## config.mk

```make
export PLATFORM = sky130hd
export DESIGN_NAME = mbrot_front
export DESIGN_NICKNAME = d
export VERILOG_FILES = /design/src/hdl/mbrot_pkg.sv /design/src/hdl/mbrot_front.sv
export SDC_FILE = /design/constraint.sdc
export NUM_CORES = 2
export LEC_CHECK = 0
export ABC_AREA = 0
export BUFFER_PORTS_ARGS = -buffer_cell sky130_fd_sc_hd__buf_2
export CAP_MARGIN = 0
export CORE_UTILIZATION = 55
export DETAILED_ROUTE_END_ITERATION = 10
export MAX_ROUTING_LAYER = met4
export PLACE_DENSITY = 0.72
export REMOVE_ABC_BUFFERS = 1
export SLEW_MARGIN = 0
export SYNTH_ARGS = -nofsm -noshare
export SYNTH_HDL_FRONTEND = slang
export SYNTH_SLANG_ARGS = --single-unit
export TNS_END_PERCENT = 50
```

## constraint.sdc

```tcl
create_clock -name clk -period 12.4 [get_ports clk]
set_clock_uncertainty 0.2 [all_clocks]
set_input_delay 2.48 -clock clk [delete_from_list [all_inputs] [get_ports clk]]
set_output_delay 2.48 -clock clk [all_outputs]
set_load 0.005 [all_outputs]
```

## src/hdl/mbrot_pkg.sv

```systemverilog
// Shared constants and types for the Mandelbrot escape-time block.
`default_nettype none
package mbrot_pkg;

  localparam int CFG_IDX_BITS  = 3;
  localparam int CFG_DATA_BITS = 32;
  localparam int THRESH_BITS   = 31;
  localparam int ITER_BITS     = 15;
  localparam int COUNT_BITS    = 8;
  localparam int Z_BITS        = 32;
  localparam int PROD_BITS     = 2 * Z_BITS;
  localparam int SUM_BITS      = PROD_BITS + 1;
  localparam int FIFO_DEPTH    = 4;
  localparam int FIFO_AW       = 2;

  typedef logic [CFG_IDX_BITS-1:0] cfg_idx_t;

  localparam cfg_idx_t CFG_RE_MIN  = 3'd0;
  localparam cfg_idx_t CFG_IM_MIN  = 3'd1;
  localparam cfg_idx_t CFG_RE_STEP = 3'd2;
  localparam cfg_idx_t CFG_IM_STEP = 3'd3;
  localparam cfg_idx_t CFG_THRESH  = 3'd4;
  localparam cfg_idx_t CFG_MAX_IT  = 3'd5;

  localparam logic [31:0]            RST_MIN    = 32'hE000_0000;
  localparam logic [31:0]            RST_STEP   = 32'h0010_0000;
  localparam logic [THRESH_BITS-1:0] RST_THRESH = 31'h4000_0000;
  localparam logic [ITER_BITS-1:0]   RST_MAX_IT = 15'd255;

  typedef struct packed {
    logic full;
    logic empty;
  } fifo_stat_t;

endpackage
`default_nettype wire

```

## src/hdl/mbrot_front.sv

```systemverilog
// Front end: takes pixel beats and forms the complex point c.
`default_nettype none
module mbrot_front #(
  parameter int COORD_BITS = 32,
  parameter int PIXEL_BITS = 12,
  parameter int CW         = 45
) (
  input  wire logic                         clk,
  input  wire logic                         rst_n,
  input  wire logic                         in_valid,
  output logic                              in_stall,
  input  wire logic [PIXEL_BITS-1:0]        in_pixel_x,
  input  wire logic [PIXEL_BITS-1:0]        in_pixel_y,
  input  wire logic signed [COORD_BITS-1:0] re_min,
  input  wire logic signed [COORD_BITS-1:0] im_min,
  input  wire logic signed [COORD_BITS-1:0] re_step,
  input  wire logic signed [COORD_BITS-1:0] im_step,
  input  wire mbrot_pkg::fifo_stat_t        fifo_stat,
  output logic                              push,
  output logic [2*CW-1:0]                   push_data
);
  import mbrot_pkg::*;

  logic                  s_valid_r;
  logic [PIXEL_BITS-1:0] px_r;
  logic [PIXEL_BITS-1:0] py_r;
  logic                  accept;
  logic signed [CW-1:0]  prod_re;
  logic signed [CW-1:0]  prod_im;
  logic signed [CW-1:0]  c_re;
  logic signed [CW-1:0]  c_im;

  assign in_stall = s_valid_r & fifo_stat.full;
  assign accept   = in_valid & ~in_stall;
  assign push     = s_valid_r & ~fifo_stat.full;

  always_ff @(posedge clk) begin
    if (!rst_n) begin
      s_valid_r <= 1'b0;
    end else if (accept) begin
      s_valid_r <= 1'b1;
    end else if (push) begin
      s_valid_r <= 1'b0;
    end
  end

  always_ff @(posedge clk) begin
    if (accept) begin
      px_r <= in_pixel_x;
      py_r <= in_pixel_y;
    end
  end

  always_comb begin
    prod_re   = CW'($signed({1'b0, px_r})) * CW'(re_step);
    prod_im   = CW'($signed({1'b0, py_r})) * CW'(im_step);
    c_re      = prod_re + CW'(re_min);
    c_im      = prod_im + CW'(im_min);
    push_data = {c_im, c_re};
  end

endmodule
`default_nettype wire

```

==> results_dict.tcl <==
set metrics [dict create \
    status "completed" \
    cts_made_buffers 3 \
    maxCapViolCount 0 \
    ys_types 74 \
    gp_congestion 0.909 \
    rsz0062_at_grt "no" \
    grt-ovfl-total 0 \
    synth_edf_count 24 \
    antenna_left 0 \
    synth_top_area_share_pct 50.3 \
    die_h_um 236 \
    first_iter_violations 1097 \
    grt_use_total_pct 26.6 \
    dieArea_sq_um 55700 \
    yosysTopAreaCell "fa_1" \
    vias_per_cell 5.30 \
    area_growth_pct 5.95 \
    root_buffer "clkbuf_16" \
    final_cell_mix "893 x inv_1, 756 x fa_1, 437 x nand2_1" \
    post-route-period-util_pct 93.2 \
    synthFlopType "edfxtp_1" \
    tritoncts "done" \
    syn-cell-area_sq_um 30100 \
    grt_pass1_vias 23776 \
    cp.arrival_ps 8870 \
    synth.avg_cell_area_sq_um 8.85 \
    clock_latency_ps 270 \
    grt_pass1_wl_um 116000 \
    fp-row-count 85 \
    clock.fmax_mhz 86.6 \
    start_util_pct 55.8 \
    first_pass_iters 7 \
    final_core_utilization_pct 59.1 \
    grt_antenna_before_repair 2 \
    path_clk_slew_ps 70 \
    crit_type "primary input to output pin" \
    nFillCells 4784 \
    drc 0 \
    worstMarginPinSlew_ps 1170 \
    ctsResizeCount 0 \
    syn_inst 3403 \
    endpoint_kind "output pin" \
    clk_path_buf_depth 2 \
    cts_num_sinks 25 \
    worstPathMaxFanout 12 \
    io_buffers 247 \
    maxSlewViolCount 0 \
    cts_hold_buf 0 \
    hold_viol_final 0 \
    yosys_warnings 0 \
    async_flop_share_pct 0 \
    routed_wl_um 68600 \
    grt_max_degree 33 \
    dieWidth_um 236 \
    critPathLaunchType "primary input" \
    insertedDiodeCount 0 \
    setup_viol 0 \
    cts_htree_levels 1 \
    core-area_sq_um 53900 \
    cts_setup_buffers 0 \
    worstPathRequired_ps 9720 \
    hold_class "register to register" \
    ioPinCount 249 \
    yosys-top-cells-area "fa_1 50%, inv_1 11%, ha_1 8.8%, and2_1 8.5%, nand2_1 5.4%" \
    layout-drive-gt1-share_pct 8.49 \
    num_vias 22347 \
    seq_area_frac_synth_pct 2.46 \
    slew_headroom_pct 22.2 \
    final_nets 4649 \
    regArea_sq_um 741 \
    hpwl_um 57200 \
    detail_route.wl_per_cell_um 16.3 \
    multi_input_area_sq_um 25400 \
    tns_ps 0 \
    period_minus_slack_ps 11550 \
    final_common_cell "inv_1" \
    yosys_register_bits 25 \
]
==> logic make-up (layout without fill, tap and decap cells) <==
group | Yosys count | count (layout) | synth area share [%]
adder cells (fa/ha/maj) | 968 | 968 | 59.1
multiplexers | 2 | 2 | 0.0665
XOR/XNOR | 86 | 86 | 2.50
flip-flops | 25 | 25 | 2.46
buffers and inverters | 1049 | 1169 | 13.1
AND/OR/NAND/NOR | 1001 | 1001 | 16.6
AO/OA/AOI/OAI | 272 | 272 | 6.18
==> layer usage <==
metal  vias up  GRT usage [%]  share of wire (%)  routed length, um
met5         -              -                  0                  0
met4         0           7.33                2.9               2010
met3       111           1.35                4.6               3140
met2       594           45.8                 51              35100
met1     11489           34.4                 41              28300
li1      10153              -                  -                  -
==> sequential cells by signal, indices dropped and copies added (netlist names) <==
signal / flops
py_r: 12
s_valid_r: 1
px_r: 12
==> cells in the mapped netlist, drive strengths merged, types with 5 or more instances <==
cell,instances
xnor2,55
a31oi,10
nor2,59
o41ai,5
nor2b,9
ha,212
xor2,31
a21o,42
clkbuf,153
o31ai,6
nand2,437
o21bai,16
a21oi,87
and3,12
inv,893
nor3,18
or3,8
a211oi,18
edfxtp,24
and2,407
nand4,10
a311oi,5
o21ai,42
nand3,24
o21a,11
fa,756
==> cell type report <==
cell class	count	area share [%]
sequential	25	2.32
multi-input combinational	2329	79.7
tap	696	2.73
clock inverter	1	0.0235
inverter	893	10.5
clock buffer	3	0.235
timing repair buffer	272	4.46
==> worst max-delay path: stages <==
cell      delay [ps]
buf_2            230
and2_1           210
inv_1             80
fa_1             540
fa_1             710
inv_1            210
fa_1             520
inv_1             50
fa_1             480
fa_1             490
inv_1             50
fa_1             440
ha_1             400
inv_1            130
o21bai_1         150
a21o_1           210
a21oi_1           80
o21ai_0          410
nor3_1           100
a21o_1           170
nor4_1           500
buf_2            220
==> through the flow <==
step | setup slack [ps] | cells | area (sq um) | hold WS [ps]
CTS | 1020 | 4219 | 31900 | 432
global route | 684 | 4219 | 31900 | 465
global placement | 1060 | 4215 | 31800 | 405
detailed placement | 1040 | 4215 | 31800 | 410
floorplan | 2040 | 3247 | 29500 | 388
finish | 847 | 4219 | 31900 | 434
==> path summary, 6_finish.rpt <==
path / startpoint / endpoint / slack [ps] / cells after the start
worst max register to register: s_valid_r$_SDFFE_PN0P_ / py_r[11]$_DFFE_PP_ / 10580 / 3
worst min register to register: s_valid_r$_SDFFE_PN0P_ / s_valid_r$_SDFFE_PN0P_ / 430 / 2
worst max-delay path: im_step[31] / push_data[87] / 850 / 22
worst min-delay path: s_valid_r$_SDFFE_PN0P_ / s_valid_r$_SDFFE_PN0P_ / 430 / 2
Power is not shown: default switching activity piles up to over one toggle a cycle in this logic, so the estimate is an artifact.
