### src/hdl/mbrot_pkg.sv
// Shared constants and types for the Mandelbrot escape-time block.
`default_nettype none
package mbrot_pkg;

  localparam int CFG_IDX_BITS  = 3;
  localparam int CFG_DATA_BITS = 32;
  localparam int THRESH_BITS   = 31;
  localparam int ITER_BITS     = 15;
  localparam int COUNT_BITS    = 8;
  localparam int Z_BITS        = 32;
  localparam int PROD_BITS     = 2 * Z_BITS;
  localparam int SUM_BITS      = PROD_BITS + 1;
  localparam int FIFO_DEPTH    = 4;
  localparam int FIFO_AW       = 2;

  typedef logic [CFG_IDX_BITS-1:0] cfg_idx_t;

  localparam cfg_idx_t CFG_RE_MIN  = 3'd0;
  localparam cfg_idx_t CFG_IM_MIN  = 3'd1;
  localparam cfg_idx_t CFG_RE_STEP = 3'd2;
  localparam cfg_idx_t CFG_IM_STEP = 3'd3;
  localparam cfg_idx_t CFG_THRESH  = 3'd4;
  localparam cfg_idx_t CFG_MAX_IT  = 3'd5;

  localparam logic [31:0]            RST_MIN    = 32'hE000_0000;
  localparam logic [31:0]            RST_STEP   = 32'h0010_0000;
  localparam logic [THRESH_BITS-1:0] RST_THRESH = 31'h4000_0000;
  localparam logic [ITER_BITS-1:0]   RST_MAX_IT = 15'd255;

  typedef struct packed {
    logic full;
    logic empty;
  } fifo_stat_t;

endpackage
`default_nettype wire

### src/hdl/mbrot_fifo.sv
// Short queue of formed points between the front end and the iterator.
`default_nettype none
module mbrot_fifo #(
  parameter int WIDTH = 90
) (
  input  wire logic                  clk,
  input  wire logic                  rst_n,
  input  wire logic                  push,
  input  wire logic [WIDTH-1:0]      push_data,
  input  wire logic                  pop,
  output logic [WIDTH-1:0]           pop_data,
  output mbrot_pkg::fifo_stat_t      stat
);
  import mbrot_pkg::*;

  logic [WIDTH-1:0]   mem_r [FIFO_DEPTH];
  logic [FIFO_AW-1:0] wr_ptr_r;
  logic [FIFO_AW-1:0] rd_ptr_r;
  logic [FIFO_AW:0]   cnt_r;

  assign stat.full  = (cnt_r == (FIFO_AW+1)'(FIFO_DEPTH));
  assign stat.empty = (cnt_r == '0);
  assign pop_data   = mem_r[rd_ptr_r];

  always_ff @(posedge clk) begin
    if (push) begin
      mem_r[wr_ptr_r] <= push_data;
    end
  end

  always_ff @(posedge clk) begin
    if (!rst_n) begin
      wr_ptr_r <= '0;
      rd_ptr_r <= '0;
      cnt_r    <= '0;
    end else begin
      if (push) begin
        wr_ptr_r <= wr_ptr_r + FIFO_AW'(1);
      end
      if (pop) begin
        rd_ptr_r <= rd_ptr_r + FIFO_AW'(1);
      end
      if (push && !pop) begin
        cnt_r <= cnt_r + (FIFO_AW+1)'(1);
      end else if (pop && !push) begin
        cnt_r <= cnt_r - (FIFO_AW+1)'(1);
      end
    end
  end

endmodule
`default_nettype wire

### config.mk
export PLATFORM = sky130hd
export DESIGN_NAME = mbrot_fifo
export DESIGN_NICKNAME = d
export VERILOG_FILES = /design/src/hdl/mbrot_pkg.sv /design/src/hdl/mbrot_fifo.sv
export SDC_FILE = /design/constraint.sdc
export NUM_CORES = 1
export LEC_CHECK = 0
export ABC_AREA = 1
export BUFFER_PORTS_ARGS = -buffer_cell sky130_fd_sc_hd__buf_4
export CAP_MARGIN = 20
export CORE_MARGIN = 5
export CORE_UTILIZATION = 50
export CTS_BUF_LIST = sky130_fd_sc_hd__clkbuf_2 sky130_fd_sc_hd__clkbuf_4 sky130_fd_sc_hd__clkbuf_8
export CTS_CLUSTER_DIAMETER = 60
export DETAILED_ROUTE_END_ITERATION = 10
export HOLD_SLACK_MARGIN = 0.1
export PLACE_DENSITY_LB_ADDON = 0.2
export SETUP_SLACK_MARGIN = 0.2
export SLEW_MARGIN = 5
export SYNTH_ARGS = -nofsm -noshare
export SYNTH_HDL_FRONTEND = slang
export SYNTH_SLANG_ARGS = --single-unit
### constraint.sdc
create_clock -name clk -period 4.2 [get_ports clk]
set_input_delay 0.21 -clock clk [delete_from_list [all_inputs] [get_ports clk]]
set_output_delay 0.21 -clock clk [all_outputs]
set_load 0.05 [all_outputs]
==> qor.yml <==
dr.pass1.iters: 4
wire_length_of_the_first_global_routing_pass_um: 44600
final_net_count: 1318
ff_latch_count_synth: 369
power.ir.vdd_worst_mv: 0.280
yosys_most_used_dff: "sky130_fd_sc_hd__edfxtp_1"
whs_endpoint: "mem_r[3][23]"
worst_r2r_endpoint: "mem_r[0][69]"
critPathArrivalTime_ps: 2770
reg2reg_launch_point: "wr_ptr_r[0]"
finalWirelength_um: 29100
floorplan.rows: 60
cts.sinks: 369
number_of_routed_nets_with_antenna_violations: 0
post_dp_area_um2: 15400
worstMarginPinSlew_ps: 992
drive_above_1_share_pct: 23.2
timing.max_slew.rel_slack_pct: 33.9
timing.hold.worst.start: "push_data[23]"
max_cap_viol_count: 0
viasPerCell: 5.28
start_kind: "flip-flop"
crit_path_max_fanout: 107
reg2reg_slack_ps: 2080
sum_neg_setup_slack_ps: 0
setup_slack_ps: 1220
post_synth.cell_area_avg_um2: 14.8
hold_slack_ps: 391
final_weighted_congestion_in_routability_driven_placement: 0.740
yosysMostFrequentCell: "sky130_fd_sc_hd__edfxtp_1"
filler_cell_count: 2012
path_delay_family: "buffers and inverters"
areaGrowthSynthToFinish_pct: 26.3
regArea_um2: 11000
antenna_violations_before_repair: 0
synth_top_area_share_pct: 78.8
min-delay-path-class: "in2reg"
worst-endpoint-required_ps: 3990
synth.net_count: 1028
place.detailed.hpwl_um: 15500
wire_per_inst_um: 18.2
floorplan.die.width_um: 176
rsz0062_at_grt: "no"
power.density_cell_area_nw_per_um2: 475
seq_area_frac_synth_pct: 80.1
dieArea_um2: 30900
num_antenna_cells: 0
numCtsBuffers: 56
p_leak_uw: 0.00617
timing.critical_path.cells: "inv_6, buf_12, o21ai_0, o22ai_1, buf_4"
io_buffers: 185
maximum_clock_rate_ghz: 0.335
clkSlewWorstSetupHoldPaths_ps: 60
area_of_the_core_um2: 27000
finalSetupViolations: 0
netlist_area_um2: 13700
ys.warnings.count: 0
pre_cts_ws_ps: 1710
dr.first_iter.drc_count: 612
cts_post_setup_buffers_inserted: 0
number_of_distinct_library_cells_after_synthesis: 20
setup.worst_path.end_class: "primary output"
tritoncts_clock_tree: "done"
io-pin-count: 186
finalCritPeriodShare_pct: 71.0
synth_common_cells: "360 x sky130_fd_sc_hd__edfxtp_1, 185 x sky130_fd_sc_hd__nor2_1, 176 x sky130_fd_sc_hd__o21ai_0"
synthDominantAreaCellType: "sky130_fd_sc_hd__edfxtp_1"
timing.final.max_slew_violations: 0
cts.path.max_buffers: 3
synthTopCellsByArea: "sky130_fd_sc_hd__edfxtp_1 79%, sky130_fd_sc_hd__o21ai_0 6.4%, sky130_fd_sc_hd__nor2_1 5.1%, sky130_fd_sc_hd__o22ai_1 4.1%, sky130_fd_sc_hd__dfxtp_1 1.3%"
multi_input_area_um2: 2350
timing_worst_setup_path_type: "reg2out"
synthCells: 928
total_drc_errors_in_the_routed_layout: 0
global_route.overflow_total: 0
ys_async_sr_fraction_pct: 0
grt_start_max_net_pins: 108
ctsRootBufferMaster: "sky130_fd_sc_hd__clkbuf_8"
vias_in_the_first_global_route: 8432
outcome: "finished clean"
initial_utilization_pct: 50.8
post_route_cell_area_um2: 17300
final_util_pct: 64.2
synth-edff-count: 360
via_count: 8447
die_y_um: 176
global_route.usage.total_pct: 18.2
cpPeakStageDelay_ps: 610
timing_hold_violations_final: 0
finalWorstPathRequiredPeriod_ps: 2980
cts.htree.levels: 2
cp_slowest_cell: "sky130_fd_sc_hd__inv_6"
timing.hold.worst_path_depth: 2
cts_resized: 0
clock-skew-final_ps: 15.0
clkLatencyLatePin_ps: 560
reg2regPathDepth: 5
crit_buf_inv: 3
per-stage QoR:
step | total power, uW | instances
2_1_floorplan | 5100 | 928
3_3_place_gp | 5510 | 1408
3_5_place_dp | 5520 | 1408
4_1_cts | 8320 | 1600
5_1_grt | 8580 | 1600
6_report | 8240 | 1600
routing by layer:
metal | vias up | wire [um] | track usage (%)
met2 | 214 | 14400 | 31.1
li1 | 4079 | - | -
met1 | 4093 | 12500 | 23.6
met5 | - | 0 | 0
met4 | 0 | 660 | 5.13
met3 | 61 | 1630 | 4.26
flip-flops by register name, indices dropped and copies added, names as in the netlist, named ones only:
name and flops:
cnt_r 3, wr_ptr_r 2, mem_r 360, rd_ptr_r 2
power by group:
part / internal [uW] / total (uW) / switching (uW)
clock network: 1470 / 2730 / 1260
registers: 4210 / 4270 / 61.5
logic: 380 / 1240 / 858
total: 6060 / 8240 / 2180
area by class of cell:
| cell class | count | area share [%] |
|---|---|---|
| multi-input cells | 484 | 13.5 |
| clock buffers | 78 | 5.54 |
| repair buffers | 290 | 14.0 |
| clock inverters | 21 | 0.534 |
| well taps | 341 | 2.46 |
| flip-flops and latches | 369 | 63.4 |
| inverters | 17 | 0.455 |
cells in the final DEF (no fill, tap or decap):
cell type / Yosys / layout
sky130_fd_sc_hd__dlygate4sd3_1: 0 / 93
sky130_fd_sc_hd__dfxtp_4: 0 / 2
sky130_fd_sc_hd__clkinv_1: 0 / 12
sky130_fd_sc_hd__edfxtp_1: 360 / 360
sky130_fd_sc_hd__nor2_1: 185 / 185
sky130_fd_sc_hd__inv_6: 1 / 1
sky130_fd_sc_hd__ha_1: 5 / 5
sky130_fd_sc_hd__nand2_1: 9 / 9
sky130_fd_sc_hd__clkbuf_8: 0 / 60
sky130_fd_sc_hd__o22ai_1: 90 / 90
sky130_fd_sc_hd__nand4_1: 1 / 1
sky130_fd_sc_hd__buf_12: 1 / 2
sky130_fd_sc_hd__o21ai_0: 176 / 176
sky130_fd_sc_hd__a21oi_1: 4 / 4
sky130_fd_sc_hd__nor3_1: 2 / 2
sky130_fd_sc_hd__inv_4: 0 / 4
sky130_fd_sc_hd__fa_1: 1 / 1
sky130_fd_sc_hd__dfxtp_1: 9 / 7
sky130_fd_sc_hd__clkbuf_4: 0 / 18
sky130_fd_sc_hd__inv_1: 16 / 11
sky130_fd_sc_hd__o21ai_1: 10 / 10
sky130_fd_sc_hd__clkinvlp_4: 0 / 1
sky130_fd_sc_hd__buf_4: 2 / 195
sky130_fd_sc_hd__nand3_1: 1 / 1
sky130_fd_sc_hd__inv_2: 0 / 1
sky130_fd_sc_hd__clkinv_2: 0 / 8
logic make-up (layout without fill, tap and decap cells):
kind of cell	after synthesis	count (layout)	synth area share [%]
AOI/OAI and AO/OA	280	280	11.0
DFF	369	369	80.1
and+or+nand+nor	198	198	5.46
buffers and inverters	75	406	2.82
adders and majority gates	6	6	0.602
timing repair:
| item | CTS | global route |
|---|---|---|
| endpoints found under the hold margin | 369 | 0 |
| setup endpoints to repair | 0 | 0 |
| hold buffers | 93 | 0 |
worst max-delay path by stage:
stage                              end  slack [ps]  cells past startpoint
after floorplan            mem_r[2][0]        1430                      4
after global placement     pop_data[8]        1760                      5
after CTS                  pop_data[8]        1090                      5
after detailed placement   pop_data[8]        1710                      5
after global routing       pop_data[8]         970                      5
final                     pop_data[41]        1220                      5
Power figures use the tool's default switching activity.
